### config.mk
export PLATFORM = sky130hd
export DESIGN_NAME = hue_bar_color_generator
export DESIGN_NICKNAME = d
export VERILOG_FILES = /design/src/rtl/core/hbc_pkg.sv /design/src/rtl/core/hbc_div.sv /design/src/rtl/core/hue_bar_color_generator.sv
export SDC_FILE = /design/constraint.sdc
export NUM_CORES = 2
export LEC_CHECK = 0
export BUFFER_PORTS_ARGS = -buffer_cell sky130_fd_sc_hd__buf_2
export CORE_ASPECT_RATIO = 1.1
export CORE_UTILIZATION = 60
export DETAILED_ROUTE_END_ITERATION = 12
export PLACE_DENSITY = 0.79
export SKIP_CTS_REPAIR_TIMING = 1
export SLEW_MARGIN = 10
export SYNTH_ARGS = -nofsm -noshare
export SYNTH_HDL_FRONTEND = slang
export SYNTH_SLANG_ARGS = --single-unit
### constraint.sdc
create_clock -name i_clk -period 6.34 [get_ports i_clk]
set_input_delay 1.268 -clock i_clk [delete_from_list [all_inputs] [get_ports i_clk]]
set_output_delay 1.268 -clock i_clk [all_outputs]
set_load 0.005 [all_outputs]
### src/rtl/core/hbc_pkg.sv
// ----------------------------------------------------------------------------
// hbc_pkg
// Shared types and constants of the hue bar color generator: field widths,
// ramp constants and the request/response bundle of the divider.
// ----------------------------------------------------------------------------
package hbc_pkg;

    // field widths
    localparam int POS_W  = 16;
    localparam int SIZE_W = 15;
    localparam int CHAN_W = 8;
    localparam int SEG_W  = 13;

    // divider widths
    localparam int DIV_W     = 18;
    localparam int DIV_CNT_W = 5;
    localparam logic [DIV_CNT_W-1:0] DIV_STEPS = DIV_CNT_W'(DIV_W);

    // register reset value
    localparam logic [SIZE_W-1:0] BAR_SIZE_RESET = 15'd768;

    // dividends used while deriving the per-size constants
    localparam logic [DIV_W-1:0] DVD_INV_SIZE = 18'd131072;  // 2^17
    localparam logic [DIV_W-1:0] DVD_CEIL     = 18'd32767;
    localparam logic [DIV_W-1:0] DVD_INV_SEG  = 18'd32768;   // 2^15
    localparam logic [DIV_W-1:0] RAMP_SCALE   = 18'd255000;
    localparam logic [SIZE_W-1:0] SEGMENTS    = 15'd6;

    // divide by six as multiply by ceil(2^20/6), exact for any 15-bit size
    localparam logic [17:0] SEG_RECIP = 18'd174763;

    // divide by 1000 as multiply by floor(2^20/1000) plus one correction
    localparam logic [10:0] RECIP_1000 = 11'd1048;
    localparam logic [9:0]  RAMP_DIV   = 10'd1000;
    localparam logic [CHAN_W-1:0] FULL = 8'd255;

    // segment index along the bar
    localparam logic [3:0] SEG_GREEN_UP  = 4'd0;
    localparam logic [3:0] SEG_RED_DOWN  = 4'd1;
    localparam logic [3:0] SEG_BLUE_UP   = 4'd2;
    localparam logic [3:0] SEG_GREEN_DN  = 4'd3;
    localparam logic [3:0] SEG_RED_UP    = 4'd4;
    localparam logic [3:0] SEG_BLUE_DOWN = 4'd5;

    typedef struct packed {
        logic             start;
        logic [DIV_W-1:0] dividend;
        logic [SIZE_W-1:0] divisor;
    } t_div_req;

    typedef struct packed {
        logic             done;
        logic [DIV_W-1:0] quotient;
    } t_div_rsp;

endpackage

### src/rtl/core/hbc_div.sv
// ----------------------------------------------------------------------------
// hbc_div
// Restoring divider, one quotient bit per cycle, used to derive the
// per-size constants after reset and after each register write.
// ----------------------------------------------------------------------------
module hbc_div
    import hbc_pkg::*;
(
    input  logic     i_clk,
    input  logic     i_rst_n,
    input  t_div_req i_req,
    output t_div_rsp o_rsp
);

    logic                 r_run;
    logic                 r_done;
    logic [DIV_CNT_W-1:0] r_cnt;
    logic [SIZE_W-1:0]    r_rem;
    logic [DIV_W-1:0]     r_quo;
    logic [SIZE_W-1:0]    r_dsr;

    logic [SIZE_W:0]      w_shift;
    logic [SIZE_W:0]      w_diff;
    logic                 w_ge;

    // trial subtract of the shifted partial remainder
    always_comb begin
        w_shift = {r_rem, r_quo[DIV_W-1]};
        w_ge    = (w_shift >= {1'b0, r_dsr});
        w_diff  = w_shift - {1'b0, r_dsr};
    end

    // control
    always_ff @(posedge i_clk) begin
        if (!i_rst_n) begin
            r_run  <= 1'b0;
            r_done <= 1'b0;
            r_cnt  <= '0;
        end else begin
            r_done <= 1'b0;
            if (i_req.start) begin
                r_run <= 1'b1;
                r_cnt <= DIV_STEPS;
            end else if (r_run) begin
                r_cnt <= r_cnt - 1'b1;
                if (r_cnt == DIV_CNT_W'(1)) begin
                    r_run  <= 1'b0;
                    r_done <= 1'b1;
                end
            end
        end
    end

    // datapath
    always_ff @(posedge i_clk) begin
        if (i_req.start) begin
            r_rem <= '0;
            r_quo <= i_req.dividend;
            r_dsr <= i_req.divisor;
        end else if (r_run) begin
            r_rem <= w_ge ? w_diff[SIZE_W-1:0] : w_shift[SIZE_W-1:0];
            r_quo <= {r_quo[DIV_W-2:0], w_ge};
        end
    end

    assign o_rsp.done     = r_done;
    assign o_rsp.quotient = r_quo;

    // done is a single pulse after the last step
    a_done_idle: assert property (@(posedge i_clk) disable iff (!i_rst_n)
        r_done |-> !r_run)
        else $error("divider done while still running");

    a_run_ends: assert property (@(posedge i_clk) disable iff (!i_rst_n)
        (r_run && !i_req.start && r_cnt == DIV_CNT_W'(1)) |=> (r_done && !r_run))
        else $error("divider did not finish after last step");

    // step count stays in range while running
    a_cnt_range: assert property (@(posedge i_clk) disable iff (!i_rst_n)
        r_run |-> (r_cnt != '0) && (r_cnt <= DIV_STEPS))
        else $error("divider step count out of range");

endmodule

### src/rtl/core/hue_bar_color_generator.sv
// ----------------------------------------------------------------------------
// hue_bar_color_generator
// Maps a signed position along a hue bar to an 8-bit red, green, blue triple.
// ----------------------------------------------------------------------------
// Usage
//   Input: pulse start with i_position while busy is low; one beat is taken
//   per cycle, so a full-rate stream of positions passes with no gaps.
//   Output: o_valid is high for one cycle with o_red, o_green, o_blue, once
//   the beat has passed the pipeline. The receiver cannot stall the block;
//   every stage moves each cycle and valid bits travel with the data.
//   Config: i_cfg_data is the bar size, written when i_cfg_valid and
//   o_cfg_ready are both high. The write, and reset, start a derive pass:
//   the segment length comes from a multiply by the reciprocal of six, and
//   the ramp slope, the modulo offset and two reciprocals from four
//   divisions on a shared one-bit-per-cycle divider. busy is high and
//   o_cfg_ready low during that pass.
//   Reset loads a bar size of 768 and then runs the derive pass.
//   The modulo and the segment split use multiply by reciprocal with one
//   correction step; the pipeline depth of eleven is set by that chain.
//   Bar sizes below six give red 255, green 0, blue 0 for every position.
// ----------------------------------------------------------------------------
module hue_bar_color_generator
    import hbc_pkg::*;
(
    input  logic              i_clk,
    input  logic              i_rst_n,
    input  logic              start,
    output logic              busy,
    input  logic [POS_W-1:0]  i_position,
    output logic              o_valid,
    output logic [CHAN_W-1:0] o_red,
    output logic [CHAN_W-1:0] o_green,
    output logic [CHAN_W-1:0] o_blue,
    input  logic              i_cfg_valid,
    output logic              o_cfg_ready,
    input  logic [SIZE_W-1:0] i_cfg_data
);

    // derive sequencer states
    localparam logic [2:0] CS_IDLE = 3'd0;
    localparam logic [2:0] CS_INV1 = 3'd2;
    localparam logic [2:0] CS_CEIL = 3'd3;
    localparam logic [2:0] CS_INV2 = 3'd4;
    localparam logic [2:0] CS_K    = 3'd5;

    logic [2:0]        r_state;
    logic              r_issued;
    logic [SIZE_W-1:0] r_bar_size;

    // derived constants
    logic [SEG_W-1:0]  r_seg;
    logic [SIZE_W-1:0] r_inv1;
    logic [15:0]       r_mofs;
    logic [15:0]       r_inv2;
    logic [DIV_W-1:0]  r_k;

    t_div_req w_req;
    t_div_rsp w_rsp;
    logic     w_cfg_wr;
    logic     w_accept;
    logic [28:0] w_mofs;
    logic [32:0] w_seg_prod;

    assign w_cfg_wr    = i_cfg_valid && o_cfg_ready;
    assign o_cfg_ready = (r_state == CS_IDLE);
    assign busy        = (r_state != CS_IDLE);
    assign w_accept    = start && !busy;

    // segment length as size times the reciprocal of six
    assign w_seg_prod = 33'(r_bar_size) * 33'(SEG_RECIP);

    always_ff @(posedge i_clk) begin
        r_seg <= w_seg_prod[32:20];
    end

    // divider request per sequencer step
    always_comb begin
        w_req.start = (r_state != CS_IDLE) && !r_issued;
        unique case (r_state)
            CS_INV1: begin
                w_req.dividend = DVD_INV_SIZE;
                w_req.divisor  = r_bar_size;
            end
            CS_CEIL: begin
                w_req.dividend = DVD_CEIL;
                w_req.divisor  = r_bar_size;
            end
            CS_INV2: begin
                w_req.dividend = DVD_INV_SEG;
                w_req.divisor  = {2'b0, r_seg};
            end
            CS_K: begin
                w_req.dividend = RAMP_SCALE;
                w_req.divisor  = {2'b0, r_seg};
            end
            default: begin
                w_req.dividend = '0;
                w_req.divisor  = '0;
            end
        endcase
    end

    hbc_div u_div (
        .i_clk   (i_clk),
        .i_rst_n (i_rst_n),
        .i_req   (w_req),
        .o_rsp   (w_rsp)
    );

    // smallest multiple of the size that reaches 32768
    assign w_mofs = 29'(w_rsp.quotient[13:0] + 14'd1) * 29'(r_bar_size);

    // sequencer and size register
    always_ff @(posedge i_clk) begin
        if (!i_rst_n) begin
            r_state    <= CS_INV1;
            r_issued   <= 1'b0;
            r_bar_size <= BAR_SIZE_RESET;
        end else if (w_cfg_wr) begin
            r_bar_size <= i_cfg_data;
            r_state    <= CS_INV1;
            r_issued   <= 1'b0;
        end else if (r_state != CS_IDLE) begin
            if (!r_issued) begin
                r_issued <= 1'b1;
            end else if (w_rsp.done) begin
                r_issued <= 1'b0;
                unique case (r_state)
                    CS_INV1: r_state <= CS_CEIL;
                    CS_CEIL: r_state <= CS_INV2;
                    CS_INV2: r_state <= CS_K;
                    default: r_state <= CS_IDLE;
                endcase
            end
        end
    end

    // capture of derived constants
    always_ff @(posedge i_clk) begin
        if (r_issued && w_rsp.done) begin
            unique case (r_state)
                CS_INV1: r_inv1 <= w_rsp.quotient[SIZE_W-1:0];
                CS_CEIL: r_mofs <= w_mofs[15:0];
                CS_INV2: r_inv2 <= w_rsp.quotient[15:0];
                CS_K:    r_k    <= w_rsp.quotient;
                default: r_k    <= r_k;
            endcase
        end
    end

    // ------------------------------------------------------------------
    // color pipeline
    // ------------------------------------------------------------------
    logic [11:1] r_v;

    logic [16:0] r_a1, r_a2, r_a3;
    logic [31:0] r_p2;
    logic [16:0] r_qs3;
    logic [14:0] r_w4, r_w5;
    logic [30:0] r_p5;
    logic [3:0]  r_q6, r_q7, r_q8, r_q9, r_q10;
    logic [14:0] r_rem6;
    logic [SEG_W-1:0] r_r7;
    logic [17:0] r_kp8, r_kp9;
    logic [28:0] r_m9;
    logic [CHAN_W-1:0] r_ramp10;
    logic [CHAN_W-1:0] r_red, r_green, r_blue;

    logic [31:0] w_p2;
    logic [29:0] w_qs3;
    logic [16:0] w_rem4;
    logic [16:0] w_w4;
    logic [30:0] w_p5;
    logic [3:0]  w_q6;
    logic [16:0] w_qseg6;
    logic [30:0] w_kp8;
    logic [28:0] w_m9;
    logic [7:0]  w_q10;
    logic [17:0] w_qm10;
    logic [17:0] w_rem10;
    logic [CHAN_W-1:0] w_up;
    logic [CHAN_W-1:0] w_down;
    logic [CHAN_W-1:0] n_red, n_green, n_blue;

    // valid bits
    always_ff @(posedge i_clk) begin
        if (!i_rst_n) begin
            r_v <= '0;
        end else begin
            r_v <= {r_v[10:1], w_accept};
        end
    end

    // wrap by floored modulo: offset by a multiple of size, then reduce
    always_comb begin
        w_p2   = 32'(r_a1) * 32'(r_inv1);
        w_qs3  = 30'(r_p2[31:17]) * 30'(r_bar_size);
        w_rem4 = r_a3 - r_qs3;
        w_w4   = (w_rem4 >= {2'b0, r_bar_size}) ? w_rem4 - {2'b0, r_bar_size} : w_rem4;
    end

    // split into segment index and offset
    always_comb begin
        w_p5    = 31'(r_w4) * 31'(r_inv2);
        w_q6    = r_p5[18:15];
        w_qseg6 = 17'(w_q6) * 17'(r_seg);
    end

    // ramp value k*r/1000
    always_comb begin
        w_kp8   = 31'(r_k) * 31'(r_r7);
        w_m9    = 29'(r_kp8) * 29'(RECIP_1000);
        w_q10   = r_m9[27:20];
        w_qm10  = 18'(w_q10) * 18'(RAMP_DIV);
        w_rem10 = r_kp9 - w_qm10;
    end

    always_ff @(posedge i_clk) begin
        r_a1  <= 17'({i_position[POS_W-1], i_position}) + {1'b0, r_mofs};
        r_a2  <= r_a1;
        r_p2  <= w_p2;
        r_a3  <= r_a2;
        r_qs3 <= w_qs3[16:0];
        r_w4  <= w_w4[14:0];
        r_w5  <= r_w4;
        r_p5  <= w_p5;
        r_q6  <= w_q6;
        r_rem6 <= r_w5 - w_qseg6[14:0];
        if (r_rem6 >= {2'b0, r_seg}) begin
            r_r7 <= SEG_W'(r_rem6 - {2'b0, r_seg});
            r_q7 <= r_q6 + 4'd1;
        end else begin
            r_r7 <= r_rem6[SEG_W-1:0];
            r_q7 <= r_q6;
        end
        r_kp8 <= w_kp8[17:0];
        r_q8  <= r_q7;
        r_m9  <= w_m9;
        r_kp9 <= r_kp8;
        r_q9  <= r_q8;
        r_ramp10 <= w_q10 + {7'b0, (w_rem10 >= {8'b0, RAMP_DIV})};
        r_q10 <= r_q9;
        r_red   <= n_red;
        r_green <= n_green;
        r_blue  <= n_blue;
    end

    // channel select per segment; beyond the sixth segment is the tail
    always_comb begin
        w_up   = r_ramp10;
        w_down = FULL - r_ramp10;
        n_red   = FULL;
        n_green = '0;
        n_blue  = '0;
        if (r_bar_size >= SEGMENTS) begin
            unique case (r_q10)
                SEG_GREEN_UP: begin
                    n_red = FULL;   n_green = w_up;   n_blue = '0;
                end
                SEG_RED_DOWN: begin
                    n_red = w_down; n_green = FULL;   n_blue = '0;
                end
                SEG_BLUE_UP: begin
                    n_red = '0;     n_green = FULL;   n_blue = w_up;
                end
                SEG_GREEN_DN: begin
                    n_red = '0;     n_green = w_down; n_blue = FULL;
                end
                SEG_RED_UP: begin
                    n_red = w_up;   n_green = '0;     n_blue = FULL;
                end
                SEG_BLUE_DOWN: begin
                    n_red = FULL;   n_green = '0;     n_blue = w_down;
                end
                default: begin
                    n_red = FULL;   n_green = '0;     n_blue = '0;
                end
            endcase
        end
    end

    assign o_valid = r_v[11];
    assign o_red   = r_red;
    assign o_green = r_green;
    assign o_blue  = r_blue;

    // every accepted beat leaves the pipeline with o_valid high
    a_latency: assert property (@(posedge i_clk) disable iff (!i_rst_n)
        w_accept |-> ##11 o_valid)
        else $error("result missing eleven cycles after accept");

    // a size write always starts a derive pass
    a_cfg_derive: assert property (@(posedge i_clk) disable iff (!i_rst_n)
        w_cfg_wr |=> busy)
        else $error("size write did not start derive pass");

    // the divider only answers while the sequencer waits on it
    a_div_owner: assert property (@(posedge i_clk) disable iff (!i_rst_n)
        w_rsp.done |-> (r_state != CS_IDLE) && r_issued)
        else $error("divider result with no pending step");

endmodule
# Yosys cells after proc, flatten, opt, wreduce, memory -nomap -nowiden
# Index checks and enable logic that the tools add are counted.
op_classes:
  addsub: 12
  multipliers: 9
  n_lt_le_gt_ge: 5
  eq_ne: 10
  muxes: 19
  bitwise_logic: 2
  reduce_logical: 21
ops:
  columns: ["cell", "n"]
  rows:
  - ["33-bit one-hot mux with 4 select lines", 1]
  - ["8-bit one-hot mux with 3 select lines", 3]
  - ["15-bit subtractor", 3]
  - ["18-bit two-way mux", 2]
  - ["15-bit by 18-bit multiplier with 33-bit output (second input constant)", 1]
  - ["17-bit by 15-bit multiplier with 32-bit output", 1]
  - ["15-bit two-way mux", 2]
  - ["18-bit by 8-bit multiplier with 25-bit output (second input constant)", 1]
  - ["15-bit by 16-bit multiplier with 19-bit output", 1]
  - ["18-bit by 10-bit >= comparator with 1-bit output (second input constant)", 1]
  - ["18-bit by 13-bit multiplier with 18-bit output", 1]
  - ["18-bit subtractor", 1]
  - ["17-bit by 16-bit adder with 17-bit output", 1]
  - ["17-bit by 15-bit >= comparator with 1-bit output", 1]
  - ["15-bit by 15-bit multiplier with 17-bit output", 1]
  - ["17-bit subtractor", 1]
  - ["16-bit by 15-bit >= comparator with 1-bit output", 1]
  - ["15-bit by 15-bit multiplier with 16-bit output", 1]
  - ["14-bit by 1-bit adder with 15-bit output (second input constant)", 1]
  - ["15-bit by 13-bit >= comparator with 1-bit output", 1]
  - ["15-bit by 3-bit >= comparator with 1-bit output (second input constant)", 1]
  - ["4-bit by 13-bit multiplier with 15-bit output", 1]
  - ["8-bit by 7-bit multiplier with 15-bit output (second input constant)", 1]
  - ["13-bit two-way mux", 1]
  - ["26 further kinds", 48]
word_totals:
  register_bits: 453
  input_bits: 35
  out_inout_bits: 27

# Longest topological paths before layout
depth:
  word_depth: 4
  mapped_depth: 27
  depth_no_buf: 27

# Cells and area by module
# From an unflattened synthesis, not the netlist that was laid out.
hier_totals:
  cells_unflattened: 5075
  hier_area_um2: 48336.4
by_module_without_submodules:
  columns: ["module", "instances", "cells_per_inst", "area_each_um2"]
  rows:
  - ["hue_bar_color_generator", 1, 4783, 45142.0]
  - ["hbc_div", 1, 292, 3194.3]

# Least setup slack after synthesis
# Ideal clock, no wire load.
synth_path:
  path_type: "reg-to-reg"
  from: "register r_inv1[3]"
  to: "register r_p2[30]"
  setup_time_ps: 72
  arrival_ps: 6219
  path_slack_ps: 48
  path_stages_with_launch: 24
  synth_period_minus_slack_ps: 6292
  cell_sequence: "edfxtp_1 > clkbuf_1 > clkbuf_1 > nand2_1 > fa_1 > inv_1 > fa_1 > fa_1 > inv_1 > fa_1 > fa_1 > fa_1 > inv_1 > ha_1 > a211o_1 > or3_1 > o221a_2 > a31oi_4 > o31ai_2 > a21oi_4 > a31oi_2 > a211o_1 > a21oi_2 > xnor2_1"
synth_between:
  elab_chain_len: 1
synth_lines:
  columns: ["item", "line_no", "rtl"]
  rows:
  - ["from (decl)", "hue_bar_color_generator.sv:52", "logic [SIZE_W-1:0] r_inv1;"]
  - ["from (signal assigned)", "hue_bar_color_generator.sv:142", "CS_INV1: r_inv1 <= w_rsp.quotient[SIZE_W-1:0];"]
  - ["17-bit by 15-bit multiplier with 32-bit output", "hue_bar_color_generator.sv:196", "w_p2 = 32'(r_a1) * 32'(r_inv1);"]
  - ["named net w_p2[30]", "hue_bar_color_generator.sv:169", "logic [31:0] w_p2;"]
  - ["to (signal assigned)", "hue_bar_color_generator.sv:221", "r_p2 <= w_p2;"]
  - ["to (decl)", "hue_bar_color_generator.sv:157", "logic [31:0] r_p2;"]
# The timed path passes the listed nets, and every way through them passes these cells.
# A chain may end at the register's enable or synchronous reset.

# Worst setup path after layout
layout_path:
  from: "register r_inv1[11]"
  to: "register r_p2[31]"
# Same word-level chain as after synthesis.

==> results.py <==
metrics = {
    "layout": {
        "final_area_sq_mm": 0.0521,
        "final_util_pct": 65.9,
        "area_growth_pct": 8.57,
        "drive_above_1_share_pct": 7.80,
        "fin_nets": 6517,
    },
    "synth": {
        "synth_ff_type": "dfxtp_1",
        "synth_top_family_by_area": "adder cells",
        "synth_fa_ha_area_share_pct": 45.5,
        "yosys.area_share.simple_pct": 14.4,
        "postSynthAreaPerCell_sq_um": 9.50,
        "ys_ff_latch": 401,
        "synth_xor_area_share_pct": 5.27,
        "synth_edf_count": 98,
        "synth_warnings": 0,
        "syn_area_sq_mm": 0.0480,
        "synth_compound_area_share_pct": 6.99,
        "syn_inst": 5051,
        "synth_nets": 6396,
        "synthArstFlopShare_pct": 0,
        "synth_cell_types": 73,
        "synth_mux_area_share_pct": 0.547,
        "synth_seq_area_share_pct": 18.8,
    },
    "timing": {
        "finalSetupViolCount": 3,
        "finClkSkew_ns": 0.0444,
        "slew_headroom_pct": 24.4,
        "fmax_ghz": 0.157,
        "slew_viol_final": 0,
        "setup_ws_ns": -0.0275,
        "finalCriticalPeriod_ns": 6.37,
        "finalCritPeriodShare_pct": 100,
        "tightest_slew_ns": 1.13,
        "setup_tns_ns": -0.0639,
        "rsz0062_at_grt": "true",
        "finalHoldViolCount": 0,
    },
    "routing": {
        "initialDrtViolationCount": 2136,
        "vias": 34700,
        "vias_per_cell": 5.55,
        "remaining_drc_errors": 0,
        "postRouteAntennaNets": 0,
        "drt_first_pass_iters": 6,
        "wl_um": 113000,
        "wl_per_cell_um": 18.1,
    },
    "critical_path": {
        "endpoint_kind": "flip-flop",
        "cp.required_ns": 6.87,
        "path_class": "reg2reg",
        "cp_data_arrival_time_ns": 6.90,
        "worstPathMaxFanout": 8,
        "start_kind": "flip-flop",
        "reg2reg_slack_ns": -0.03,
        "r2r_cells": 20,
    },
    "clock_network": {
        "numCtsBuffers": 44,
        "clk_root_buffer_cell": "clkbuf_16",
        "cts_num_sinks": 401,
        "path_clk_slew_ns": 0.06,
        "tritoncts": "done",
        "ctsHtreeMaxLevel": 2,
        "clock_latency_ns": 0.61,
        "clock_path_buffers": 3,
    },
    "grt": {
        "overflow": 0,
        "grt_usage_pct": 28.8,
        "antenna_found_initial": 2,
        "grt_max_degree": 36,
        "first_global_vias": 36900,
        "grt_pass1_wl_um": 186000,
    },
    "hold_path": {
        "hold_path_class": "reg2reg",
        "whs_path_depth": 0,
    },
    "outcome": {
        "status": "complete, but fails checks",
        "violations": "negative setup slack",
    },
    "placement": {
        "dpl-instance-area_sq_mm": 0.0501,
        "place.gp.congestion": 0.927,
        "portBuffers": 61,
        "hpwl_um": 91100,
    },
    "floorplan": {
        "core_sq_mm": 0.0791,
        "dieWidth_um": 272,
        "rows": 108,
        "start_util_pct": 60.7,
        "die-area_sq_mm": 0.0811,
        "ios": 62,
        "die_h_um": 299,
    },
    "job": {
        "cap_viol_max_count": 0,
    },
}
placed cells by master (no fill, tap or decap), drive strengths merged, types with 6 or more instances in the layout:
cell type / count
clkbuf: 58
a21oi: 161
nor4: 8
o211ai: 9
a211o: 8
a211oi: 16
clkinv: 13
mux2: 18
nand2: 603
o21ai: 100
a22oi: 13
o41ai: 6
or3: 8
or2: 8
nor2b: 40
o21a: 36
fa: 726
xnor2: 213
a2111oi: 6
edfxtp: 98
dfxtp: 303
nand4: 22
buf: 233
and3: 22
nor2: 168
xor2: 75
o21bai: 20
mux2i: 6
a21o: 60
nand3: 33
nand2b: 26
a31oi: 15
inv: 937
and2: 419
ha: 584
a21boi: 20
o22ai: 12
nor3: 50
flip-flops by register name (all words and copies together) (netlist names), 16 cells and up:
name	flops
r_k	18
r_kp8	18
u_div.r_quo	18
r_a1	17
r_a2	17
r_a3	17
r_qs3	17
r_inv2	16
r_mofs	16
critical path, cell delays in order, from the launching register on:
cell	delay (ns)
edfxtp_1	0.53
and2_4	0.23
fa_1	0.49
inv_1	0.06
fa_1	0.46
fa_1	0.50
fa_1	0.54
inv_1	0.05
fa_1	0.48
fa_1	0.48
ha_4	0.27
a211o_1	0.30
or3_1	0.34
o221a_4	0.23
a31oi_4	0.27
o31ai_4	0.14
a21oi_4	0.20
a31oi_4	0.13
a21o_1	0.21
o41ai_2	0.25
xnor2_1	0.15
path summary, 6_finish.rpt:
kind,from,endpoint
worst min-delay path,r_a2[1],r_a3[1]
worst max register to register,r_inv1[11],r_p2[31]
worst min register to register,r_a2[1],r_a3[1]
worst max-delay path,r_inv1[11],r_p2[31]
per-stage QoR:
stage,worst slack [ns],hold slack [ns],cells
3_5_place_dp,-0.110,0.312,6143
6_report,-0.0275,0.312,6254
5_1_grt,-0.161,0.319,6252
2_1_floorplan,0.0484,0.310,5051
4_1_cts,-0.128,0.302,6224
3_3_place_gp,-0.0276,0.311,6143
cell type report:
cell class	instances	area, sq um
Fill cell	6029	26900
Clock inverter	23	223
Sequential cell	401	9020
Inverter	930	3490
Tap cell	1045	1310
Multi-Input combinational cell	3562	35100
Timing Repair Buffer	233	1670
Clock buffer	58	1270
Antenna cell	2	5.00
kinds of logic (layout without fill, tap and decap cells):
family          count (synthesis)  count (layout)
simple gates                 1424            1424
fa+ha+maj                    1310            1310
buf+inv                      1088            1244
compound gates                516             516
flops                         401             401
xor+xnor                      288             288
mux                            24              24
other cells                     0               2
synthesized netlist by cell type, types with 26 or more instances:
cell | n | area, sq um
inv_1 | 930 | 3490
fa_1 | 726 | 14500
nand2_1 | 603 | 2260
ha_1 | 584 | 7310
and2_1 | 419 | 2620
dfxtp_1 | 303 | 6070
xnor2_1 | 213 | 1870
nor2_1 | 168 | 631
a21oi_1 | 159 | 796
clkbuf_1 | 150 | 563
edfxtp_1 | 98 | 2940
o21ai_0 | 97 | 485
xor2_1 | 74 | 648
a21o_1 | 60 | 450
nor3_1 | 50 | 250
nor2b_1 | 40 | 250
o21a_1 | 36 | 270
nand3_1 | 33 | 165
nand2b_1 | 26 | 163
per-layer routing:
metal	wire length (um)	part of all wire (%)	GRT usage [%]	vias to the layer above
met5	11	0.0097	0	-
met4	7200	6.4	16.3	2
met2	56300	50	49.9	1239
met3	6480	5.7	3.27	379
li1	-	-	-	16000
met1	43300	38	34.9	17100
Power is not shown: default switching activity piles up to over one toggle a cycle in this logic, so the estimate is an artifact.
